--- config.mk ---
export PLATFORM = sky130hd
export DESIGN_NAME = aging_obstacle_table
export DESIGN_NICKNAME = d
export VERILOG_FILES = /design/src/rtl/aot_pkg.sv /design/src/rtl/aging_obstacle_table.sv /design/src/rtl/aot_sqr_unit.sv
export SDC_FILE = /design/constraint.sdc
export NUM_CORES = 1
export LEC_CHECK = 0
export BUFFER_PORTS_ARGS = -buffer_cell sky130_fd_sc_hd__clkbuf_2
export CAP_MARGIN = 5
export CORE_ASPECT_RATIO = 1.5
export CORE_MARGIN = 8
export CORE_UTILIZATION = 65
export DETAILED_ROUTE_END_ITERATION = 10
export PLACE_DENSITY = 0.83
export REMOVE_ABC_BUFFERS = 1
export SYNTH_ARGS = -nofsm -noshare
export SYNTH_HDL_FRONTEND = slang
export SYNTH_HIERARCHICAL = 1
export SYNTH_SLANG_ARGS = --single-unit
--- constraint.sdc ---
create_clock -name i_clk -period 36.3 [get_ports i_clk]
set_input_delay 5.445 -clock i_clk [delete_from_list [all_inputs] [get_ports i_clk]]
set_output_delay 5.445 -clock i_clk [all_outputs]
set_load 0.05 [all_outputs]
--- src/rtl/aot_pkg.sv ---
// ----------------------------------------------------------------------------
// aot_pkg
// shared types and constants of the aging obstacle table
// ----------------------------------------------------------------------------
package aot_pkg;

    localparam int SLOTS_DEF  = 4;
    localparam int POS_W      = 16;
    localparam int LIFE_W     = 8;
    localparam int DIST_W     = 12;
    localparam int SQ_W       = 2 * POS_W;
    localparam int LIM_W      = 2 * DIST_W;
    localparam int CFG_IDX_W  = 2;
    localparam int CFG_DATA_W = 12;
    localparam int OUT_SLOT_W = 4;
    localparam int OUT_CNT_W  = 5;

    localparam logic [LIFE_W-1:0] FULL_LIFE_RST = 8'd100;
    localparam logic [DIST_W-1:0] MERGE_RST     = 12'd150;

    typedef enum logic {
        CMD_TICK = 1'b0,
        CMD_ADD  = 1'b1
    } t_cmd;

    typedef enum logic [1:0] {
        ACT_AGED          = 2'd0,
        ACT_MATCH_KEEP    = 2'd1,
        ACT_MATCH_REFRESH = 2'd2,
        ACT_PLACED        = 2'd3
    } t_action;

    typedef enum logic [CFG_IDX_W-1:0] {
        REG_FULL_LIFE  = 2'd0,
        REG_MERGE_DIST = 2'd1
    } t_reg;

    typedef enum logic [2:0] {
        S_IDLE,
        S_LIM,
        S_SQX,
        S_SQY,
        S_PLACE,
        S_AGE,
        S_DONE
    } t_state;

    typedef struct packed {
        t_cmd                    cmd;
        logic signed [POS_W-1:0] pos_x;
        logic signed [POS_W-1:0] pos_y;
    } t_in_req;

    typedef struct packed {
        t_action                 action;
        logic [OUT_SLOT_W-1:0]   slot;
        logic [OUT_CNT_W-1:0]    live_count;
    } t_out_req;

endpackage

--- src/rtl/aging_obstacle_table.sv ---
// ----------------------------------------------------------------------------
// aging_obstacle_table
// small obstacle table with life counters, merge on detection, aging on tick
// ----------------------------------------------------------------------------
// usage
//   input channel (i_in_valid / o_in_stall / i_in_data): one request is a tick
//   (ages every live entry) or an add (detection at pos_x, pos_y)
//   output channel (o_out_valid / i_out_stall / o_out_data): one result per
//   request with action, slot and the live entry count after the request
//   config channel (i_cfg_valid / o_cfg_ready): full_life at index 0,
//   merge_distance at index 1, other indexes ignored; always ready
// operation
//   one request at a time; a single squaring multiplier does all the work
//   add: merge distance squared first, then per live slot scanned dx squared,
//   then dy squared with sum and compare; a dead slot gets no distance test,
//   a place step follows when nothing matches, then the hand-off
//   tick: one slot per cycle, then the hand-off
//   the next request is taken the cycle after the result is handed off
// reset
//   all lives cleared, registers back to 100 and 150, positions left as is
// receiver stall
//   the result waits in the output register; a new request can be taken
//   meanwhile, and its result waits until the output register frees up
// ----------------------------------------------------------------------------
module aging_obstacle_table #(
    parameter int SLOTS = aot_pkg::SLOTS_DEF
) (
    input  logic                            i_clk,
    input  logic                            i_rst_n,
    input  logic                            i_in_valid,
    output logic                            o_in_stall,
    input  aot_pkg::t_in_req                i_in_data,
    output logic                            o_out_valid,
    input  logic                            i_out_stall,
    output aot_pkg::t_out_req               o_out_data,
    input  logic                            i_cfg_valid,
    output logic                            o_cfg_ready,
    input  logic [aot_pkg::CFG_IDX_W-1:0]   i_cfg_index,
    input  logic [aot_pkg::CFG_DATA_W-1:0]  i_cfg_data
);

    localparam int SLOT_W = (SLOTS > 1) ? $clog2(SLOTS) : 1;
    localparam int CNT_W  = $clog2(SLOTS + 1);
    localparam logic [SLOT_W-1:0] LAST_SLOT = SLOT_W'(SLOTS - 1);

    // configuration
    logic [aot_pkg::LIFE_W-1:0] r_full_life;
    logic [aot_pkg::DIST_W-1:0] r_merge;

    // table: positions have no reset, lives do
    logic signed [aot_pkg::POS_W-1:0]  r_x    [SLOTS];
    logic signed [aot_pkg::POS_W-1:0]  r_y    [SLOTS];
    logic        [aot_pkg::LIFE_W-1:0] r_life [SLOTS];

    // sequencer state and working registers
    aot_pkg::t_state                  r_state, n_state;
    logic signed [aot_pkg::POS_W-1:0] r_px, n_px;
    logic signed [aot_pkg::POS_W-1:0] r_py, n_py;
    logic [aot_pkg::LIM_W-1:0]        r_lim, n_lim;
    logic [aot_pkg::SQ_W-1:0]         r_sq, n_sq;
    logic [SLOT_W-1:0]                r_idx, n_idx;
    logic [SLOT_W-1:0]                r_oldest, n_oldest;
    logic [aot_pkg::LIFE_W-1:0]       r_oldest_life, n_oldest_life;
    aot_pkg::t_action                 r_action, n_action;
    logic [SLOT_W-1:0]                r_slot, n_slot;
    logic [CNT_W-1:0]                 r_live, n_live;
    logic                             r_out_valid, n_out_valid;
    aot_pkg::t_out_req                r_out, n_out;

    // table write controls, all at r_idx
    logic wr_en;
    logic age_en;

    // shared unit
    logic signed [aot_pkg::POS_W:0] sq_a, sq_b;
    logic [aot_pkg::SQ_W-1:0]       sq;
    logic [aot_pkg::SQ_W:0]         dist_sum;
    logic [aot_pkg::LIFE_W-1:0]     cur_life;
    logic                           skip;
    logic                           cfg_wr;

    assign cur_life    = r_life[r_idx];
    assign o_in_stall  = (r_state != aot_pkg::S_IDLE);
    assign o_cfg_ready = 1'b1;
    assign o_out_valid = r_out_valid;
    assign o_out_data  = r_out;
    assign cfg_wr      = i_cfg_valid & o_cfg_ready;

    // operand select for the squaring unit
    always_comb begin
        unique case (r_state)
            aot_pkg::S_LIM: begin
                sq_a = (aot_pkg::POS_W + 1)'(r_merge);
                sq_b = '0;
            end
            aot_pkg::S_SQX: begin
                sq_a = {r_px[aot_pkg::POS_W-1], r_px};
                sq_b = {r_x[r_idx][aot_pkg::POS_W-1], r_x[r_idx]};
            end
            default: begin
                sq_a = {r_py[aot_pkg::POS_W-1], r_py};
                sq_b = {r_y[r_idx][aot_pkg::POS_W-1], r_y[r_idx]};
            end
        endcase
    end

    aot_sqr_unit u_sqr (
        .i_a  (sq_a),
        .i_b  (sq_b),
        .o_sq (sq)
    );

    // dx squared from the previous cycle plus dy squared now
    assign dist_sum = {1'b0, r_sq} + {1'b0, sq};

    // sequencer: next state and datapath controls
    always_comb begin
        n_state       = r_state;
        n_px          = r_px;
        n_py          = r_py;
        n_lim         = r_lim;
        n_sq          = r_sq;
        n_idx         = r_idx;
        n_oldest      = r_oldest;
        n_oldest_life = r_oldest_life;
        n_action      = r_action;
        n_slot        = r_slot;
        n_live        = r_live;
        n_out_valid   = r_out_valid & i_out_stall;
        n_out         = r_out;
        wr_en         = 1'b0;
        age_en        = 1'b0;
        skip          = 1'b0;

        unique case (r_state)
            aot_pkg::S_IDLE: begin
                if (i_in_valid) begin
                    n_px  = i_in_data.pos_x;
                    n_py  = i_in_data.pos_y;
                    n_idx = '0;
                    if (i_in_data.cmd == aot_pkg::CMD_ADD) begin
                        n_state = aot_pkg::S_LIM;
                    end else begin
                        n_state = aot_pkg::S_AGE;
                    end
                end
            end
            aot_pkg::S_LIM: begin
                n_lim         = sq[aot_pkg::LIM_W-1:0];
                n_idx         = '0;
                n_oldest      = '0;
                n_oldest_life = r_full_life;
                n_state       = aot_pkg::S_SQX;
            end
            aot_pkg::S_SQX: begin
                if (cur_life == '0) begin
                    // dead slot: no distance test
                    skip = 1'b1;
                end else begin
                    n_sq    = sq;
                    n_state = aot_pkg::S_SQY;
                end
            end
            aot_pkg::S_SQY: begin
                if (dist_sum < (aot_pkg::SQ_W + 1)'(r_lim)) begin
                    n_slot  = r_idx;
                    n_state = aot_pkg::S_DONE;
                    if (cur_life < r_full_life) begin
                        wr_en    = 1'b1;
                        n_action = aot_pkg::ACT_MATCH_REFRESH;
                    end else begin
                        n_action = aot_pkg::ACT_MATCH_KEEP;
                    end
                end else begin
                    skip = 1'b1;
                end
            end
            aot_pkg::S_PLACE: begin
                // r_idx points at the oldest slot here
                wr_en    = 1'b1;
                n_slot   = r_idx;
                n_action = aot_pkg::ACT_PLACED;
                n_live   = CNT_W'(r_live - CNT_W'(cur_life != '0)
                                         + CNT_W'(r_full_life != '0));
                n_state  = aot_pkg::S_DONE;
            end
            aot_pkg::S_AGE: begin
                age_en = 1'b1;
                if (cur_life == aot_pkg::LIFE_W'(1)) begin
                    n_live = CNT_W'(r_live - CNT_W'(1));
                end
                if (r_idx == LAST_SLOT) begin
                    n_action = aot_pkg::ACT_AGED;
                    n_slot   = '0;
                    n_state  = aot_pkg::S_DONE;
                end else begin
                    n_idx = SLOT_W'(r_idx + SLOT_W'(1));
                end
            end
            aot_pkg::S_DONE: begin
                if (!r_out_valid || !i_out_stall) begin
                    n_out.action     = r_action;
                    n_out.slot       = aot_pkg::OUT_SLOT_W'(r_slot);
                    n_out.live_count = aot_pkg::OUT_CNT_W'(r_live);
                    n_out_valid      = 1'b1;
                    n_state          = aot_pkg::S_IDLE;
                end
            end
            default: begin
                n_state = aot_pkg::S_IDLE;
            end
        endcase

        // no match at this slot: track the oldest and move on
        if (skip) begin
            if (cur_life < r_oldest_life) begin
                n_oldest      = r_idx;
                n_oldest_life = cur_life;
            end
            if (r_idx == LAST_SLOT) begin
                n_idx   = (cur_life < r_oldest_life) ? r_idx : r_oldest;
                n_state = aot_pkg::S_PLACE;
            end else begin
                n_idx   = SLOT_W'(r_idx + SLOT_W'(1));
                n_state = aot_pkg::S_SQX;
            end
        end
    end

    // state register
    always_ff @(posedge i_clk) begin
        if (!i_rst_n) begin
            r_state <= aot_pkg::S_IDLE;
        end else begin
            r_state <= n_state;
        end
    end

    // control registers
    always_ff @(posedge i_clk) begin
        if (!i_rst_n) begin
            r_live      <= '0;
            r_out_valid <= 1'b0;
            r_full_life <= aot_pkg::FULL_LIFE_RST;
            r_merge     <= aot_pkg::MERGE_RST;
        end else begin
            r_live      <= n_live;
            r_out_valid <= n_out_valid;
            if (cfg_wr) begin
                unique case (i_cfg_index)
                    aot_pkg::REG_FULL_LIFE:  r_full_life <= i_cfg_data[aot_pkg::LIFE_W-1:0];
                    aot_pkg::REG_MERGE_DIST: r_merge     <= i_cfg_data[aot_pkg::DIST_W-1:0];
                    default: ;
                endcase
            end
        end
    end

    // working and payload registers
    always_ff @(posedge i_clk) begin
        r_px          <= n_px;
        r_py          <= n_py;
        r_lim         <= n_lim;
        r_sq          <= n_sq;
        r_idx         <= n_idx;
        r_oldest      <= n_oldest;
        r_oldest_life <= n_oldest_life;
        r_action      <= n_action;
        r_slot        <= n_slot;
        r_out         <= n_out;
    end

    // life counters
    always_ff @(posedge i_clk) begin
        if (!i_rst_n) begin
            for (int i = 0; i < SLOTS; i++) begin
                r_life[i] <= '0;
            end
        end else if (wr_en) begin
            r_life[r_idx] <= r_full_life;
        end else if (age_en && (cur_life != '0)) begin
            r_life[r_idx] <= cur_life - aot_pkg::LIFE_W'(1);
        end
    end

    // positions
    always_ff @(posedge i_clk) begin
        if (wr_en) begin
            r_x[r_idx] <= r_px;
            r_y[r_idx] <= r_py;
        end
    end

endmodule

--- src/rtl/aot_sqr_unit.sv ---
// ----------------------------------------------------------------------------
// aot_sqr_unit
// shared squaring unit: (a - b) squared, one result per cycle
// ----------------------------------------------------------------------------
module aot_sqr_unit (
    input  logic signed [aot_pkg::POS_W:0]  i_a,
    input  logic signed [aot_pkg::POS_W:0]  i_b,
    output logic [aot_pkg::SQ_W-1:0]        o_sq
);

    logic signed [aot_pkg::POS_W:0] diff;
    logic        [aot_pkg::POS_W:0] mag;
    logic        [aot_pkg::POS_W-1:0] mag_lo;

    // operands come from 16-bit values, so the magnitude fits 16 bits
    assign diff   = i_a - i_b;
    assign mag    = diff[aot_pkg::POS_W] ? -diff : diff;
    assign mag_lo = mag[aot_pkg::POS_W-1:0];
    assign o_sq   = aot_pkg::SQ_W'(mag_lo) * aot_pkg::SQ_W'(mag_lo);

endmodule

==> Word-level counts from Yosys, hierarchy flattened <==
Memory sizes are Yosys's and may differ from the RTL's. A register that Yosys moved wholly into a read port is not among the register bits.
Index checks and enable logic that the tools add are counted.
W data, S select, Z words.
{ "classes": {"reduce_logical": 23, "eq_ne": 19, "bitwise_logic": 3, "order_cmp": 3, "add_sub_neg": 8, "mux": 57, "multipliers": 1} }
{ "ops": {"columns": ["cell", "n"], "rows": [
  ["$pmux W17 S2", 2],
  ["$mux W8", 5],
  ["$add A32 B32 Y33", 1],
  ["$lt A33 B24 Y1", 1],
  ["$mul A16 B16 Y32", 1],
  ["$mux W2", 16],
  ["$mux W3", 9],
  ["$ne A3 B3 Y1 const B", 7],
  ["$pmux W3 S7", 1],
  ["$pmux W2 S3", 3],
  ["$mux W1", 17],
  ["$sub A17 B17 Y17", 1],
  ["$lt A8 B8 Y1", 2],
  ["$mux W16", 1],
  ["$neg A16 Y16", 1],
  ["$reduce_bool A8 Y1", 2],
  ["$reduce_and A2 Y1", 6],
  ["$eq A3 B3 Y1 const B", 3],
  ["$eq A8 B1 Y1 const B", 1],
  ["$logic_not A8 Y1", 1],
  ["$reduce_or A8 Y1", 1],
  ["$sub A8 B1 Y8 const B", 1],
  ["$eq A3 B2 Y1 const B", 2],
  ["$ne A2 B2 Y1 const B", 3],
  ["other kinds (23)", 26]
]} }
{ "totals": {"register_bits": 138, "word_cells": 134, "output_inout_bits": 14, "in_bits": 52, "n_memories": 3, "ram_bits": 160} }
{ "mem_list": {"columns": ["memory", "depth", "word_bits", "read_ports", "rd_clocked_by_memory_dff", "wr", "line", "rtl"], "rows": [
  ["r_x", 4, 16, 1, 1, 1, "aging_obstacle_table.sv:51", "logic signed [aot_pkg::POS_W-1:0] r_x [SLOTS];"],
  ["r_y", 4, 16, 1, 1, 1, "aging_obstacle_table.sv:52", "logic signed [aot_pkg::POS_W-1:0] r_y [SLOTS];"],
  ["r_life", 4, 8, 1, 1, 4, "aging_obstacle_table.sv:53", "logic [aot_pkg::LIFE_W-1:0] r_life [SLOTS];"]
]} }

==> Depth between registers and ports, before layout <==
{ "logic_depth": {"word_depth": 16, "ltp_mapped": 65} }

==> Cells and area by module <==
Netlist, hierarchy kept.
{ "by_module_without_submodules": {"columns": ["module", "cells_per_inst", "seq_area_each_um2", "area_each_um2", "instances"], "rows": [
  ["aging_obstacle_table", 1091, 8618.3, 14271.2, 1],
  ["aot_sqr_unit", 989, 0.0, 8565.7, 1]
]} }

==> Worst setup path after synthesis <==
No wires, ideal clock.
{ "synth_path": {"path_kind": "reg-to-reg", "from": "register r_state[0]", "to": "memory r_x[0][0] in the netlist's numbering (enable)", "setup_ns": 0.392, "t_arrival_ns": 13.528, "synth_period_minus_slack_ns": 13.920, "path_stages_with_launch": 55, "slack_ns": 22.380, "path_cell_list": "dfxtp_1 > clkbuf_1 > nand2b_1 > nor2_1 > clkbuf_1 > a22oi_1 > nand2_1 > inv_1 > ha_1 > fa_1 > nor2b_1 > o2111a_2 > nor4_1 > o21a_1 > a211o_1 > a211oi_4 > nor2_1 > xor2_2 > [... 19 more ...] > nor2_1 > xnor2_1 > ha_1 > nand2_1 > o21ai_0 > nor2_1 > nand4_1 > nand2_1 > xnor2_1 > ha_1 > a211o_1 > a221oi_1 > o21ai_0 > o221ai_1 > o211ai_1 > nor4_1 > a41o_2 > and2_1"} }
{ "synth_between": {"elab_chain_cells": 12} }
{ "synth_rtl": {"columns": ["item", "line", "rtl"], "rows": [
  ["from (decl)", "aging_obstacle_table.sv:56", "aot_pkg::t_state r_state, n_state;"],
  ["from (signal assigned)", "aging_obstacle_table.sv:233", "r_state <= aot_pkg::S_IDLE;"],
  ["from (signal assigned)", "aging_obstacle_table.sv:235", "r_state <= n_state;"],
  ["$eq A3 B2 Y1 / $eq A3 B1 Y1 (equally long branches)", "aging_obstacle_table.sv:91", "unique case (r_state)"],
  ["$pmux W17 S2 *", "aging_obstacle_table.sv:91", null],
  ["via sq_a (one bit)", "aging_obstacle_table.sv:75", "logic signed [aot_pkg::POS_W:0] sq_a, sq_b;"],
  ["$sub A17 B17 Y17 *", "aot_sqr_unit.sv:16", "assign diff = i_a - i_b;"],
  ["$neg A16 Y16", "aot_sqr_unit.sv:17", "assign mag = diff[aot_pkg::POS_W] ? -diff : diff;"],
  ["$mux W16 *", "aot_sqr_unit.sv:17", null],
  ["$mul A16 B16 Y32 *", "aot_sqr_unit.sv:19", "assign o_sq = aot_pkg::SQ_W'(mag_lo) * aot_pkg::SQ_W'(mag_lo);"],
  ["via sq (one bit)", "aging_obstacle_table.sv:76", "logic [aot_pkg::SQ_W-1:0] sq;"],
  ["$add A32 B32 Y33 *", "aging_obstacle_table.sv:114", "assign dist_sum = {1'b0, r_sq} + {1'b0, sq};"],
  ["$lt A33 B24 Y1 *", "aging_obstacle_table.sv:165", "if (dist_sum < (aot_pkg::SQ_W + 1)'(r_lim)) begin"],
  ["$mux W1 *", "aging_obstacle_table.sv:165", null],
  ["$pmux W1 S2 *", "aging_obstacle_table.sv:135", "unique case (r_state)"],
  ["$mux W1 *", "aging_obstacle_table.sv:288", "if (wr_en) begin"],
  ["$mux W1 (implied by the code) *", "aging_obstacle_table.sv:289", "r_x[r_idx] <= r_px;"],
  ["to (decl)", "aging_obstacle_table.sv:51", null]
]} }
Mark *: on every way through the listed nets, which the timed path passes. The rest lies on a longest branch.

==> run summary <==
post-synth top area cell = edfxtp_1
Fmax = 60.5 MHz
worst-skew pair later-pin latency = 0.56 ns
root buf cell = clkbuf_16
hpwl dp = 39900 µm
# diodes = 0
grt total ovfl = 0
Setup CP Type = reg -> reg
Synth Area in XOR/XNOR = 3.94%
sequential cell area fraction in the yosys report = 37.7%
crit path launch type = register
number of setup buffers added after CTS = 0
min-delay worst type = reg -> reg
largest stage delay on the critical path = 0.96 ns
main combinational cell family by area after synthesis = adder cells
I/O Buffers = 60
Compound-Gate Fraction of Synth Area = 10.9%
hold_buf cts = 0
Worst slew margin = 12.6%
post-route clock skew = 0.0268 ns
die area = 41500 µm²
clock tree from TritonCTS = built
post-CTS sizing = 0
routed via count = 15800
vias in the first global route = 17100
share of cells above drive strength 1 = 10.6%
DP Worst Slack = 19.97 ns
crit path time final = 16.53 ns
CTS Sinks = 300
WP data required = 36.47 ns
Slowest cell on crit path = o31ai_1
initial antenna violation count = 0
CTS buffer count = 26
chip width = 169 µm
Total GRT Usage = 25.8%
global-route wire length before repair = 85300 µm
setup TNS = 0 ns
status = finished clean
RePlAce Congestion = 0.981
Post-Syn Instances = 2080
Finished Layout Cells = 2606
Vias/cell = 6.08
RSZ-0062 raised after global routing = false
Final Setup Violations = 0
Area contributors post-synth = edfxtp_1 (34%), fa_1 (15%), ha_1 (10%), inv_1 (5.3%), mux4_2 (3.9%)
Routed WL per cell = 20.2 µm
row cnt = 84
mux cell area share after synthesis = 4.89%
largest net degree at the start of global routing = 52
DRC viols = 0
CP max FO = 51
period utilization = 45.5%
Inst Count DP = 2558
most frequent CP cell = inv_1
drt pass-1 iters = 5
Initial Util = 65.4%
Max-Cap Viols = 0
CP endpoint kind = register
Final Max Slew Viols = 0
Final nets = 2522
Max clock buf depth = 3
Syn Area/Cell = 11.0 µm²
number of synthesized flops with an enable pin = 261
Area growth syn-to-layout = 6.96%
Synth Warn # = 6
Arrival @ worst endpoint = 16.69 ns
synth unique cells = 98
ANT nets after route = 0
die height = 246 µm
FF+latch count, synth = 300
Tightest Pin Transition = 1.31 ns
mapped cell area = 22800 µm²
Synth Area in Simple Gates = 10.2%
Synth top area share = 34.3%
post-synthesis adder-cell area fraction = 25.1%
CTS H-tree depth = 1
Reg clk slew, reported paths = 0.07 ns
CORE AREA = 34900 µm²
Final Hold Fails = 0
DR iter-0 viols = 1084
num ports = 66
ys flop type = edfxtp_1
Final WS setup = 19.77 ns
Routed WL = 52700 µm
share of flip-flops with an asynchronous set or reset = 0%
[registers in the layout, summed over array words and instances (netlist names), 2 cells and up, named ones only]
signal,count
r_merge,12
r_oldest_life,8
r_action,2
r_full_life,8
r_py,16
r_state,3
r_lim,24
r_x,64
r_idx,2
r_slot,2
r_y,64
r_live,3
r_px,16
r_sq,32
r_life,32
o_out_data,7
r_oldest,2
[final timing paths]
check,start,end,slack [ns],cells past startpoint
setup / recovery,r_state[1],r_life[3][6],19.77,56
hold / removal,r_action[1],o_out_data[10],0.42,0
setup reg to reg,r_state[1],r_life[3][6],19.77,56
hold reg to reg,r_action[1],o_out_data[10],0.42,0
[placed cells by master (no fill, tap or decap), drive strengths merged, types with 40 or more instances in the layout]
cell type / netlist / final
a21oi: 110 / 110
o21ai: 63 / 63
mux4: 40 / 40
nand2: 176 / 176
clkbuf: 39 / 91
ha: 188 / 188
nor2: 168 / 168
edfxtp: 261 / 261
xnor2: 54 / 54
fa: 169 / 169
inv: 340 / 345
[area by class of cell]
type | count | area, µm²
inverters | 341 | 1280
repair buffers | 71 | 383
flip-flops and latches | 300 | 8620
clock buffers | 31 | 732
clock inverters | 17 | 209
multi-input cells | 1373 | 12600
well taps | 473 | 592
fillers | 2493 | 10500
[cells in the mapped netlist, drive strengths merged, types with 15 or more instances]
library cell,n
inv,340
edfxtp,261
ha,188
nand2,176
fa,169
nor2,168
a21oi,110
o21ai,63
xnor2,54
mux4,40
clkbuf,39
dfxtp,39
xor2,35
buf,30
a21o,29
a22o,21
and2,19
o21a,18
nand3,17
nand2b,16
nor3,16
and3,15
[kinds of logic after synthesis]
| family | Yosys count |
|---|---|
| and+or+nand+nor | 501 |
| buffers and inverters | 410 |
| AOI/OAI and AO/OA | 359 |
| adders and majority gates | 357 |
| DFF | 300 |
| xor gates and xnor gates | 90 |
| muxes | 60 |
| other | 3 |
[per-stage QoR]
step	area, µm²	hold slack, ns	util, %
2_1_floorplan	22500	0.400	-
3_3_place_gp	23500	0.406	67.3
3_5_place_dp	23500	0.405	67.3
4_1_cts	24400	0.422	70.0
5_1_grt	24400	0.423	70.0
6_report	24400	0.421	70.0
[worst max-delay path, delay by kind of cell, from the launching register on]
family	cells	cell delay [ns]
adder cells (fa/ha/maj)	10	4.17
AO/OA/AOI/OAI	24	6.23
buffers and inverters	8	1.35
flip-flops	1	0.55
XOR/XNOR	3	1.25
AND/OR/NAND/NOR	11	2.58
[per-layer routing]
metal	GRT usage, %	vias to the layer above	share of wire (%)	wire (µm)
li1	-	7196	-	-
met1	27.4	7847	35	18400
met2	48.9	610	55	28900
met3	2.75	188	4.7	2480
met4	14.1	0	5.5	2900
met5	0	-	0	0
Power is left out: the tool's default activity adds up to more than one toggle a clock period on the data nets, which glitch-free logic cannot reach.
